$ cat config.mk
export PLATFORM = sky130hd
export DESIGN_NAME = char_lcd_text_formatter_flat
export DESIGN_NICKNAME = d
export VERILOG_FILES = /design/src/design/lcdf_pkg.sv /design/src/design/lcdf_cmd_if.sv /design/src/design/lcdf_bus_if.sv /design/src/design/lcdf_cfg_if.sv /design/src/design/lcdf_bcd_conv.sv /design/src/design/char_lcd_text_formatter.sv /design/src/flat_wrapper.sv
export SDC_FILE = /design/constraint.sdc
export NUM_CORES = 1
export LEC_CHECK = 0
export ABC_AREA = 1
export BUFFER_PORTS_ARGS = -buffer_cell sky130_fd_sc_hd__buf_2
export CAP_MARGIN = 20
export CORE_ASPECT_RATIO = 1.2
export CORE_MARGIN = 2
export CORE_UTILIZATION = 40
export CTS_BUF_LIST = sky130_fd_sc_hd__clkbuf_4
export DETAILED_ROUTE_END_ITERATION = 10
export HOLD_SLACK_MARGIN = 0.05
export PLACE_DENSITY = 0.53
export SYNTH_ARGS = -nofsm -noshare
export SYNTH_HDL_FRONTEND = slang
export SYNTH_SLANG_ARGS = --single-unit
$ cat constraint.sdc
create_clock -name clk -period 6.7 [get_ports clk]
set_input_delay 1.005 -clock clk [delete_from_list [all_inputs] [get_ports clk]]
set_output_delay 1.005 -clock clk [all_outputs]
set_load 0.05 [all_outputs]
$ cat src/design/lcdf_pkg.sv
package lcdf_pkg;

  // Field widths
  localparam int OP_W    = 3;
  localparam int VALUE_W = 64;
  localparam int CELL_W  = 6;
  localparam int BYTE_W  = 8;
  localparam int WRAP_W  = 7;
  localparam int CFG_IDX_W = 2;

  // Command codes
  localparam logic [OP_W-1:0] OP_CHAR  = 3'd0;
  localparam logic [OP_W-1:0] OP_GOTO  = 3'd1;
  localparam logic [OP_W-1:0] OP_CLEAR = 3'd2;
  localparam logic [OP_W-1:0] OP_DEC   = 3'd3;
  localparam logic [OP_W-1:0] OP_HEX   = 3'd4;
  localparam logic [OP_W-1:0] OP_BIN   = 3'd5;

  // Configuration register indexes
  localparam logic [CFG_IDX_W-1:0] CFG_NIBBLE = 2'd0;
  localparam logic [CFG_IDX_W-1:0] CFG_CLEAR  = 2'd1;
  localparam logic [CFG_IDX_W-1:0] CFG_WRAP   = 2'd2;

  // Register reset values
  localparam logic [BYTE_W-1:0] CLEAR_CMD_RST = 8'h01;
  localparam logic [WRAP_W-1:0] WRAP_COL_RST  = 7'd16;

  // LCD instruction bits and character codes
  localparam logic [BYTE_W-1:0] CMD_SET_ADDR = 8'h80;
  localparam logic [BYTE_W-1:0] LINE1_OFFSET = 8'h40;
  localparam logic [BYTE_W-1:0] CHAR_ZERO    = 8'h30;
  localparam logic [BYTE_W-1:0] CHAR_A       = 8'h41;
  localparam logic [BYTE_W-1:0] CHAR_MINUS   = 8'h2D;

  // Sequencer states
  typedef enum logic [1:0] {
    ST_IDLE,
    ST_CONV,
    ST_TRIM,
    ST_SEND
  } state_t;

  // Status from the BCD converter
  typedef struct packed {
    logic done;
    logic ovf;
  } conv_stat_t;

  // ASCII glyph of one hex digit
  function automatic logic [BYTE_W-1:0] digit_char(input logic [3:0] d);
    logic [BYTE_W-1:0] r;
    if (d <= 4'd9) begin
      r = CHAR_ZERO + {4'd0, d};
    end else begin
      r = CHAR_A + {4'd0, d} - 8'd10;
    end
    return r;
  endfunction

  // Spread 8 bits into 8 nibbles, bit 7 in the top nibble
  function automatic logic [31:0] bin_nibbles(input logic [7:0] b);
    logic [31:0] r;
    r = '0;
    for (int i = 0; i < 8; i++) begin
      r[4*i] = b[i];
    end
    return r;
  endfunction

endpackage

$ cat src/design/lcdf_cmd_if.sv
interface lcdf_cmd_if import lcdf_pkg::*; ();
  logic                      valid;
  logic                      ready;
  logic [OP_W-1:0]           operation;
  logic signed [VALUE_W-1:0] value;
  logic                      line;
  logic [CELL_W-1:0]         cell_req;

  modport source (output valid, operation, value, line, cell_req, input ready);
  modport sink   (input valid, operation, value, line, cell_req, output ready);
endinterface

$ cat src/design/lcdf_bus_if.sv
interface lcdf_bus_if import lcdf_pkg::*; ();
  logic              valid;
  logic              ready;
  logic              reg_select;
  logic [BYTE_W-1:0] bus_value;
  logic              last;

  modport source (output valid, reg_select, bus_value, last, input ready);
  modport sink   (input valid, reg_select, bus_value, last, output ready);
endinterface

$ cat src/design/lcdf_cfg_if.sv
interface lcdf_cfg_if import lcdf_pkg::*; ();
  logic                 valid;
  logic                 ready;
  logic [CFG_IDX_W-1:0] index;
  logic [BYTE_W-1:0]    data;

  modport source (output valid, index, data, input ready);
  modport sink   (input valid, index, data, output ready);
endinterface

$ cat src/design/lcdf_bcd_conv.sv
// Binary to BCD converter, shift-and-add-3, one input bit per cycle.
// Keeps the low MAX_DIGITS digits; ovf flags a value of 10**MAX_DIGITS or more.
module lcdf_bcd_conv import lcdf_pkg::*; #(
  parameter int MAX_DIGITS = 20
) (
  input  logic                    clk,
  input  logic                    rst,
  input  logic                    start,
  input  logic [VALUE_W-1:0]      mag,
  output logic [4*MAX_DIGITS-1:0] bcd,
  output conv_stat_t              stat
);

  localparam int BW    = 4 * MAX_DIGITS;
  localparam int CNT_W = $clog2(VALUE_W + 1);

  logic [VALUE_W-1:0] shreg;
  logic [CNT_W-1:0]   cnt;
  logic               busy;
  logic               done;
  logic               ovf;
  logic [BW-1:0]      adj;

  // Add 3 to every digit of 5 or more before the shift
  always_comb begin
    for (int i = 0; i < MAX_DIGITS; i++) begin
      adj[4*i +: 4] = (bcd[4*i +: 4] >= 4'd5) ? bcd[4*i +: 4] + 4'd3 : bcd[4*i +: 4];
    end
  end

  // Control
  always_ff @(posedge clk) begin
    if (rst) begin
      busy <= 1'b0;
      done <= 1'b0;
      cnt  <= '0;
      ovf  <= 1'b0;
    end else begin
      done <= 1'b0;
      if (start) begin
        busy <= 1'b1;
        cnt  <= CNT_W'(VALUE_W);
        ovf  <= 1'b0;
      end else if (busy) begin
        cnt <= cnt - 1'b1;
        ovf <= ovf | adj[BW-1];
        if (cnt == CNT_W'(1)) begin
          busy <= 1'b0;
          done <= 1'b1;
        end
      end
    end
  end

  // Datapath
  always_ff @(posedge clk) begin
    if (start) begin
      shreg <= mag;
      bcd   <= '0;
    end else if (busy) begin
      shreg <= {shreg[VALUE_W-2:0], 1'b0};
      bcd   <= {adj[BW-2:0], shreg[VALUE_W-1]};
    end
  end

  assign stat.done = done;
  assign stat.ovf  = ovf;

  // Checks
  a_start_idle: assert property (@(posedge clk) disable iff (rst) start |-> !busy)
    else $error("converter restarted while busy");
  a_done_pulse: assert property (@(posedge clk) disable iff (rst) done |=> !done)
    else $error("done held for more than one cycle");
  a_busy_count: assert property (@(posedge clk) disable iff (rst) busy |-> cnt != '0)
    else $error("converter busy with zero count");

endmodule

$ cat src/design/char_lcd_text_formatter.sv
// Character-LCD text formatter.
// cmd (sink): one command per request: character, goto, clear, signed decimal,
//   hex of the low 32 bits or binary of the low 8 bits. cmd.ready is high only
//   while the sequencer is idle; one command is handled at a time.
// bus (source): LCD bus transfers, reg_select 0 for instruction, 1 for data,
//   last marks the final transfer of a command. In nibble mode a byte goes
//   out as two transfers, high nibble first, in bus_value[3:0].
// cfg (sink): register writes, always ready; write only while idle.
// Order of work per request with no stall: a character, goto or clear is
//   loaded and then sent one transfer at a time. Decimal runs the 64-step
//   shift-and-add-3 conversion and handoff, drops each suppressed leading
//   zero and then sends. Hex and binary drop suppressed zeros, then send.
//   The next command is accepted in the cycle after the last
//   transfer enters the output register.
// A bus stall holds the output register; the sequencer waits on it.
// Reset: cursor to line 0, cell 0, registers to nibble_mode 0,
//   clear_command 0x01, wrap_column 16; no request in flight.
module char_lcd_text_formatter import lcdf_pkg::*; #(
  parameter int MAX_DIGITS = 20
) (
  input  logic        clk,
  input  logic        rst,
  lcdf_cmd_if.sink    cmd,
  lcdf_bus_if.source  bus,
  lcdf_cfg_if.sink    cfg
);

  localparam int BW   = 4 * MAX_DIGITS;
  localparam int NBUF = (MAX_DIGITS > 8) ? MAX_DIGITS : 8;
  localparam int DBW  = 4 * NBUF;
  localparam int CW   = $clog2(NBUF + 1);

  // Configuration registers
  logic              nib_mode;
  logic [BYTE_W-1:0] clear_cmd;
  logic [WRAP_W-1:0] wrap_col;

  // Sequencer registers
  state_t            state, state_next;
  logic              cur_rs, cur_rs_next;
  logic [BYTE_W-1:0] cur_byte, cur_byte_next;
  logic              lo_phase, lo_phase_next;
  logic [DBW-1:0]    dbuf, dbuf_next;
  logic [CW-1:0]     ndig, ndig_next;
  logic [CW-1:0]     n_min, n_min_next;
  logic              neg, neg_next;
  logic              cursor_line, cursor_line_next;
  logic [7:0]        cursor_cell, cursor_cell_next;

  // Output register
  logic              out_valid, out_valid_next;
  logic              out_rs, out_rs_next;
  logic [BYTE_W-1:0] out_val, out_val_next;
  logic              out_last, out_last_next;

  // Converter
  logic               conv_start;
  logic [VALUE_W-1:0] conv_mag;
  logic [BW-1:0]      conv_bcd;
  conv_stat_t         conv_stat;

  logic              cmd_take;
  logic              slot_free;
  logic              src_has;
  logic [BYTE_W-1:0] src_byte;
  logic              take_src;
  logic [7:0]        cell_inc;
  logic              wrap_hit;
  logic              more;
  logic              byte_fin;

  lcdf_bcd_conv #(.MAX_DIGITS(MAX_DIGITS)) u_conv (
    .clk   (clk),
    .rst   (rst),
    .start (conv_start),
    .mag   (conv_mag),
    .bcd   (conv_bcd),
    .stat  (conv_stat)
  );

  // Handshakes
  assign cmd.ready = (state == ST_IDLE);
  assign cmd_take  = cmd.valid && cmd.ready;
  assign cfg.ready = 1'b1;
  assign slot_free = !out_valid || bus.ready;

  assign bus.valid      = out_valid;
  assign bus.reg_select = out_rs;
  assign bus.bus_value  = out_val;
  assign bus.last       = out_last;

  // Magnitude of the decimal operand, unsigned
  assign conv_mag = cmd.value[VALUE_W-1] ? (~cmd.value) + 64'd1 : cmd.value;

  // Next character source: pending sign, then digits from the top of dbuf
  assign src_has  = neg || (ndig != '0);
  assign src_byte = neg ? CHAR_MINUS : digit_char(dbuf[DBW-1 -: 4]);

  // Cursor advance and wrap check for the data byte in flight
  assign cell_inc = cursor_cell + 8'd1;
  assign wrap_hit = cur_rs && !cursor_line && (cell_inc == {1'b0, wrap_col});
  assign more     = wrap_hit || src_has;
  assign byte_fin = (state == ST_SEND) && slot_free && (!nib_mode || lo_phase);

  // Next state and datapath
  always_comb begin
    state_next       = state;
    cur_rs_next      = cur_rs;
    cur_byte_next    = cur_byte;
    lo_phase_next    = lo_phase;
    dbuf_next        = dbuf;
    ndig_next        = ndig;
    n_min_next       = n_min;
    neg_next         = neg;
    cursor_line_next = cursor_line;
    cursor_cell_next = cursor_cell;
    out_valid_next   = slot_free ? 1'b0 : out_valid;
    out_rs_next      = out_rs;
    out_val_next     = out_val;
    out_last_next    = out_last;
    conv_start       = 1'b0;
    take_src         = 1'b0;

    unique case (state)
      ST_IDLE: begin
        if (cmd_take) begin
          neg_next      = 1'b0;
          ndig_next     = '0;
          n_min_next    = '0;
          lo_phase_next = 1'b0;
          unique case (cmd.operation)
            OP_CHAR: begin
              cur_rs_next   = 1'b1;
              cur_byte_next = cmd.value[7:0];
              state_next    = ST_SEND;
            end
            OP_GOTO: begin
              cur_rs_next      = 1'b0;
              cur_byte_next    = CMD_SET_ADDR | (cmd.line ? LINE1_OFFSET : 8'd0)
                                 | {2'b00, cmd.cell_req};
              cursor_line_next = cmd.line;
              cursor_cell_next = {2'b00, cmd.cell_req};
              state_next       = ST_SEND;
            end
            OP_CLEAR: begin
              cur_rs_next      = 1'b0;
              cur_byte_next    = clear_cmd;
              cursor_line_next = 1'b0;
              cursor_cell_next = 8'd0;
              state_next       = ST_SEND;
            end
            OP_DEC: begin
              conv_start = 1'b1;
              neg_next   = cmd.value[VALUE_W-1];
              state_next = ST_CONV;
            end
            OP_HEX: begin
              dbuf_next  = DBW'(cmd.value[31:0]) << (DBW - 32);
              ndig_next  = CW'(8);
              state_next = ST_TRIM;
            end
            OP_BIN: begin
              dbuf_next  = DBW'(bin_nibbles(cmd.value[7:0])) << (DBW - 32);
              ndig_next  = CW'(8);
              state_next = ST_TRIM;
            end
            default: begin
              state_next = ST_IDLE;
            end
          endcase
        end
      end

      ST_CONV: begin
        if (conv_stat.done) begin
          dbuf_next  = DBW'(conv_bcd) << (DBW - BW);
          ndig_next  = CW'(MAX_DIGITS);
          n_min_next = conv_stat.ovf ? CW'(MAX_DIGITS) : CW'(1);
          state_next = ST_TRIM;
        end
      end

      // Drop leading zero digits, one per cycle
      ST_TRIM: begin
        if ((ndig > n_min) && (dbuf[DBW-1 -: 4] == 4'd0)) begin
          dbuf_next = dbuf << 4;
          ndig_next = ndig - 1'b1;
        end else if (src_has) begin
          take_src   = 1'b1;
          state_next = ST_SEND;
        end else begin
          state_next = ST_IDLE;
        end
      end

      ST_SEND: begin
        if (slot_free) begin
          out_valid_next = 1'b1;
          out_rs_next    = cur_rs;
          if (nib_mode && !lo_phase) begin
            out_val_next  = {4'd0, cur_byte[7:4]};
            out_last_next = 1'b0;
            lo_phase_next = 1'b1;
          end else begin
            out_val_next  = nib_mode ? {4'd0, cur_byte[3:0]} : cur_byte;
            out_last_next = !more;
            lo_phase_next = 1'b0;
            if (cur_rs) begin
              cursor_cell_next = cell_inc;
            end
            if (wrap_hit) begin
              cursor_line_next = 1'b1;
              cursor_cell_next = 8'd0;
              cur_rs_next      = 1'b0;
              cur_byte_next    = CMD_SET_ADDR | LINE1_OFFSET;
            end else if (src_has) begin
              take_src = 1'b1;
            end else begin
              state_next = ST_IDLE;
            end
          end
        end
      end
    endcase

    // Pull the next character from the sign flag or the digit buffer
    if (take_src) begin
      cur_rs_next   = 1'b1;
      cur_byte_next = src_byte;
      if (neg) begin
        neg_next = 1'b0;
      end else begin
        dbuf_next = dbuf << 4;
        ndig_next = ndig - 1'b1;
      end
    end
  end

  // State register
  always_ff @(posedge clk) begin
    if (rst) begin
      state <= ST_IDLE;
    end else begin
      state <= state_next;
    end
  end

  // Control and cursor registers
  always_ff @(posedge clk) begin
    if (rst) begin
      lo_phase    <= 1'b0;
      ndig        <= '0;
      n_min       <= '0;
      neg         <= 1'b0;
      cursor_line <= 1'b0;
      cursor_cell <= 8'd0;
      out_valid   <= 1'b0;
    end else begin
      lo_phase    <= lo_phase_next;
      ndig        <= ndig_next;
      n_min       <= n_min_next;
      neg         <= neg_next;
      cursor_line <= cursor_line_next;
      cursor_cell <= cursor_cell_next;
      out_valid   <= out_valid_next;
    end
  end

  // Payload registers
  always_ff @(posedge clk) begin
    cur_rs   <= cur_rs_next;
    cur_byte <= cur_byte_next;
    dbuf     <= dbuf_next;
    out_rs   <= out_rs_next;
    out_val  <= out_val_next;
    out_last <= out_last_next;
  end

  // Configuration writes
  always_ff @(posedge clk) begin
    if (rst) begin
      nib_mode  <= 1'b0;
      clear_cmd <= CLEAR_CMD_RST;
      wrap_col  <= WRAP_COL_RST;
    end else if (cfg.valid && cfg.ready) begin
      unique case (cfg.index)
        CFG_NIBBLE: nib_mode  <= cfg.data[0];
        CFG_CLEAR:  clear_cmd <= cfg.data;
        CFG_WRAP:   wrap_col  <= cfg.data[WRAP_W-1:0];
        default:    ;
      endcase
    end
  end

  // Checks
  a_load_from_send: assert property (@(posedge clk) disable iff (rst)
    $rose(out_valid) |-> $past(state == ST_SEND))
    else $error("transfer loaded outside the send state");
  a_last_ends_cmd: assert property (@(posedge clk) disable iff (rst)
    (byte_fin && !more) |=> (state == ST_IDLE) && out_last && out_valid)
    else $error("final transfer did not end the request");
  a_idle_phase: assert property (@(posedge clk) disable iff (rst)
    cmd.ready |-> !lo_phase)
    else $error("ready with a half-sent byte");

endmodule

$ cat src/flat_wrapper.sv
// flat-port wrapper written by rule: the top's interface ports become plain ports
module char_lcd_text_formatter_flat import lcdf_pkg::*;
#(
  parameter int MAX_DIGITS = 20
)
  (clk, rst, cmd_valid, cmd_operation, cmd_value, cmd_line, cmd_cell_req, cmd_ready, bus_valid, bus_reg_select, bus_bus_value, bus_last, bus_ready, cfg_valid, cfg_index, cfg_data, cfg_ready);
  lcdf_cmd_if cmd_i ();
  lcdf_bus_if bus_i ();
  lcdf_cfg_if cfg_i ();
  input  logic clk;
  input  logic rst;
  input wire logic [$bits(cmd_i.valid)-1:0] cmd_valid;
  input wire logic [$bits(cmd_i.operation)-1:0] cmd_operation;
  input wire logic [$bits(cmd_i.value)-1:0] cmd_value;
  input wire logic [$bits(cmd_i.line)-1:0] cmd_line;
  input wire logic [$bits(cmd_i.cell_req)-1:0] cmd_cell_req;
  output wire logic [$bits(cmd_i.ready)-1:0] cmd_ready;
  output wire logic [$bits(bus_i.valid)-1:0] bus_valid;
  output wire logic [$bits(bus_i.reg_select)-1:0] bus_reg_select;
  output wire logic [$bits(bus_i.bus_value)-1:0] bus_bus_value;
  output wire logic [$bits(bus_i.last)-1:0] bus_last;
  input wire logic [$bits(bus_i.ready)-1:0] bus_ready;
  input wire logic [$bits(cfg_i.valid)-1:0] cfg_valid;
  input wire logic [$bits(cfg_i.index)-1:0] cfg_index;
  input wire logic [$bits(cfg_i.data)-1:0] cfg_data;
  output wire logic [$bits(cfg_i.ready)-1:0] cfg_ready;
  assign cmd_i.valid = cmd_valid;
  assign cmd_i.operation = cmd_operation;
  assign cmd_i.value = cmd_value;
  assign cmd_i.line = cmd_line;
  assign cmd_i.cell_req = cmd_cell_req;
  assign cmd_ready = cmd_i.ready;
  assign bus_valid = bus_i.valid;
  assign bus_reg_select = bus_i.reg_select;
  assign bus_bus_value = bus_i.bus_value;
  assign bus_last = bus_i.last;
  assign bus_i.ready = bus_ready;
  assign cfg_i.valid = cfg_valid;
  assign cfg_i.index = cfg_index;
  assign cfg_i.data = cfg_data;
  assign cfg_ready = cfg_i.ready;
  char_lcd_text_formatter #(.MAX_DIGITS(MAX_DIGITS)) u_core (.clk(clk), .rst(rst), .cmd(cmd_i), .bus(bus_i), .cfg(cfg_i));
endmodule
==> metrics.log <==
[metrics] result of the run: finished clean
[metrics] worst setup margin: 2780 ps
[metrics] share of final-layout standard cells stronger than drive strength 1: between 10% and 20%
[metrics] Post-Synthesis Cells: around 2,400
[metrics] maximum number of pins on one net before global-route repair: 90
[metrics] post-placement cell area: 17,400 µm²
[metrics] number of enable-type register cells in the synthesized netlist: between 80 and 90
[metrics] DRT Pass-1 Iters: 5
[metrics] WHS: about 400 ps
[metrics] number of antenna violations at the first check in global routing: 2
[metrics] count of yosys warnings during synthesis: 0
[metrics] vias in the first global route: ~15,000
[metrics] maximum VDD drop: approximately 0.21 mV
[metrics] WL per Instance: 16.5 µm
[metrics] drt drc: 0
[metrics] Crit path largest cell delay: 790 ps
[metrics] clock transition at the register clock pins on the worst setup and hold paths after CTS: around 60 ps
[metrics] Register-to-Register Setup Slack: around 2800 ps
[metrics] layout overhead on the synthesized area: 11.9%
[metrics] transition at the pin with the smallest max-transition slack: 1040 ps
[metrics] leading cell types in the layout, fill and taps excluded: 691 x nand2_1, 272 x nor2_1, 246 x inv_1
[metrics] TritonCTS Buffers: 83
[metrics] Final period util: around 59%
[metrics] final-stage net count: ~2,600
[metrics] maximum buffer depth of the clock tree: 3
[metrics] global-route wire length before repair: approximately 80 mm
[metrics] final non-filler cell area: 18,500 µm²
[metrics] RSZ-0062 raised after global routing: false
[metrics] setup repair bufs after CTS: 0
[metrics] final number of max-transition violations: 0
[metrics] net switching power: around 2.6 mW
[metrics] net switching share of the total power: roughly 40%
[metrics] worst clock skew: 70.9 ps
[metrics] Int Power: approximately 3.8 mW
[metrics] most common cell after layout, fill and taps aside: nand2_1
[metrics] shortest period the worst path allows: around 3900 ps
[metrics] top fanout value on the critical path: 84
[metrics] Primary FF master, synth: dfxtp_1
[metrics] hold-critical path endpoint: u_core.dbuf[50]
[metrics] combinational share of power: between 30% and 40%
[metrics] Root Driver: clkbuf_4
[metrics] post-synth top area cell: dfxtp_1
[metrics] accumulated negative setup slack: 0 ps
[metrics] post-layout utilization of the core: between 40% and 50%
[metrics] worst slew slack as a fraction of its limit: between 30% and 40%
[metrics] detailed router's first-iteration violation count: between 1,000 and 1,500
[metrics] Die Outline Area: 43,000 µm²
[metrics] max-cap check violation count: 0
[metrics] CP arrival: approximately 4700 ps
[metrics] die span in x: 190 µm
[metrics] GRT Util Overall: 23.6%
[metrics] nets in the synthesized netlist: 2,503
[metrics] number of top-level design ports: between 100 and 150
[metrics] latest clock arrival within the worst-skew pair: 840 ps
[metrics] async set-reset flop share out of synthesis: 0%
[metrics] per-cell via count in the routed design: about 5.2
[metrics] leftover overflow at the end of global routing: 0
[metrics] kind of start point of the critical path: flop
[metrics] power per unit of standard cell area: 345 nW/µm²
[metrics] vias: around 16,000
[metrics] chain of cells forming the critical path: ha_1 -> buf_4 -> inv_1 -> nor2_1 -> nand3_1 -> inv_1 -> nand2_1 -> nand2_1 -> nand2_2 -> buf_4 -> nand2_2 -> buf_4 -> nand2_1 -> nand2_1
[metrics] Setup-failing EPs final: 0
[metrics] type of destination of the critical path: flop
[metrics] FP Rows: approximately 80
[metrics] DPL Wire Length: 35.3 mm
[metrics] launch point of the worst hold path: u_core.dbuf[46]
[metrics] Core Area: approximately 41,000 µm²
[metrics] routability congestion estimate from global placement: between 0.8 and 0.9
[metrics] fraction of synthesized cell area taken by the top area cell type: between 20% and 30%
[metrics] peak clock frequency supported by timing: between 200 and 300 MHz
[metrics] Post-Synthesis Mean Instance Area: 7.02 µm²
[metrics] cell seen most often among critical-path stages: nand2_1
[metrics] Vert. Die Dim: 227 µm
[metrics] mapped cell area: 16,600 µm²
[metrics] count of different cell masters after synthesis: 52
[metrics] Static Leak: ~8.1 nW
[metrics] # H-tree levels: 3
[metrics] main area contributors after synthesis: dfxtp_1 25%, nand2_1 16%, edfxtp_1 15%, nor2_1 6.2%, inv_1 5.6%
[metrics] Placement Setup Slack: 2570 ps
[metrics] number of gates given a new drive strength after cts: 0
[metrics] worst flop-to-flop path endpoint: u_core.dbuf[42]
[metrics] Hold Path Stages: 2
[metrics] I/O Buffers: 100
[metrics] register area share after synthesis: about two fifths
[metrics] sequential fraction of design power: between 30% and 40%
[metrics] count of hold buffers inserted by post-cts repair: 0
[metrics] clock sink count: 290
[metrics] DRT Wirelength: approximately 50 mm
[metrics] HP Class: flop to flop
[metrics] post-route antenna net violation count: 0
[metrics] Setup CP Type: flop to flop
[metrics] clock group share of total power: between 20 and 30%
[metrics] starting density of the core: between 40% and 50%
[metrics] flops & latches, synth: just under 300
[metrics] R2R depth: 14
[metrics] CTS tree: done
[metrics] required time of the worst setup path: ~7400 ps
[metrics] Final Hold Fails: 0
[metrics] source of the worst register-to-register timing path: u_core.state[0]
[metrics] cell at the slowest stage of the critical path: nor2_1
-- kinds of logic after synthesis --
| family | after synthesis | share of synthesized area, % |
|---|---|---|
| AND/OR/NAND/NOR | 1161 | 28.5 |
| AO/OA/AOI/OAI | 444 | 15.7 |
| buffers and inverters | 347 | 8.39 |
| flip-flops | 290 | 40.0 |
| XOR/XNOR | 61 | 3.23 |
| adder cells (fa/ha/maj) | 55 | 4.16 |
| other | 1 | 0.0226 |
-- cell usage after synthesis (12+ instances only) --
cell        n
nand2_1   692
nor2_1    274
inv_1     246
dfxtp_1   208
o21ai_0   168
nand3_1   115
a21oi_1    89
edfxtp_1   82
clkbuf_1   59
ha_1       55
xor2_1     51
o22ai_1    43
o21ai_1    34
nand4_1    29
a31oi_1    23
a32oi_1    22
o32ai_1    21
nor3_1     14
o31ai_1    13
or2_2      12
-- registers in the layout (all words and copies together) (netlist names), 8 cells and up, named ones only --
name and flops:
u_core.cursor_cell 8, u_core.cur_byte 8, u_core.u_conv.bcd 80, u_core.u_conv.shreg 64, u_core.dbuf 80, u_core.bus.bus_value 8
u_core.clear_cmd 8
-- power groups by stage --
stage	sequential [mW]	clock, mW	combinational (mW)
after floorplan	2.48	0	1.68
after global placement	2.53	0	2.13
after detailed placement	2.54	0	2.18
after CTS	2.50	1.79	2.19
after global routing	2.55	1.87	2.51
final	2.51	1.72	2.18
-- worst max-delay path, delay by kind of cell, from the launching register on --
kind | cells | cell delay, ps
adder cells (fa/ha/maj) | 1 | 160
buffers and inverters | 5 | 1470
flip-flops | 1 | 360
AND/OR/NAND/NOR | 8 | 1700
-- per-stage QoR --
stage | instances | power (mW)
global placement | 2921 | 4.66
finish | 3075 | 6.40
CTS | 3071 | 6.48
global route | 3073 | 6.93
floorplan | 2359 | 4.16
detailed placement | 2922 | 4.71
-- worst max-delay path by stage --
stage,start,to,slack (ps)
after CTS,u_core.state[0],u_core.dbuf[10],2810
after global routing,u_core.state[1],u_core.dbuf[32],2410
after global placement,cmd_operation[2],u_core.u_conv.shreg[49],2610
after floorplan,cmd_operation[2],u_core.u_conv.shreg[0],2740
final,u_core.state[0],u_core.dbuf[42],2780
after detailed placement,cmd_operation[2],u_core.u_conv.shreg[50],2570
-- area by class of cell --
class / count / area [µm²]
repair buffers: 114 / 618
inverters: 257 / 967
clock inverters: 17 / 95.1
flip-flops and latches: 290 / 6630
fillers: 4330 / 22300
well taps: 539 / 674
clock buffers: 132 / 991
diodes: 4 / 10.0
multi-input cells: 1722 / 8560
-- routing by layer --
layer	track usage, %	part of all wire [%]
met5	0	0
met4	11.0	3.7
met2	40.8	48
met3	4.43	5.3
met1	28.2	43
Note: power is estimated with default switching activity, not from simulation.
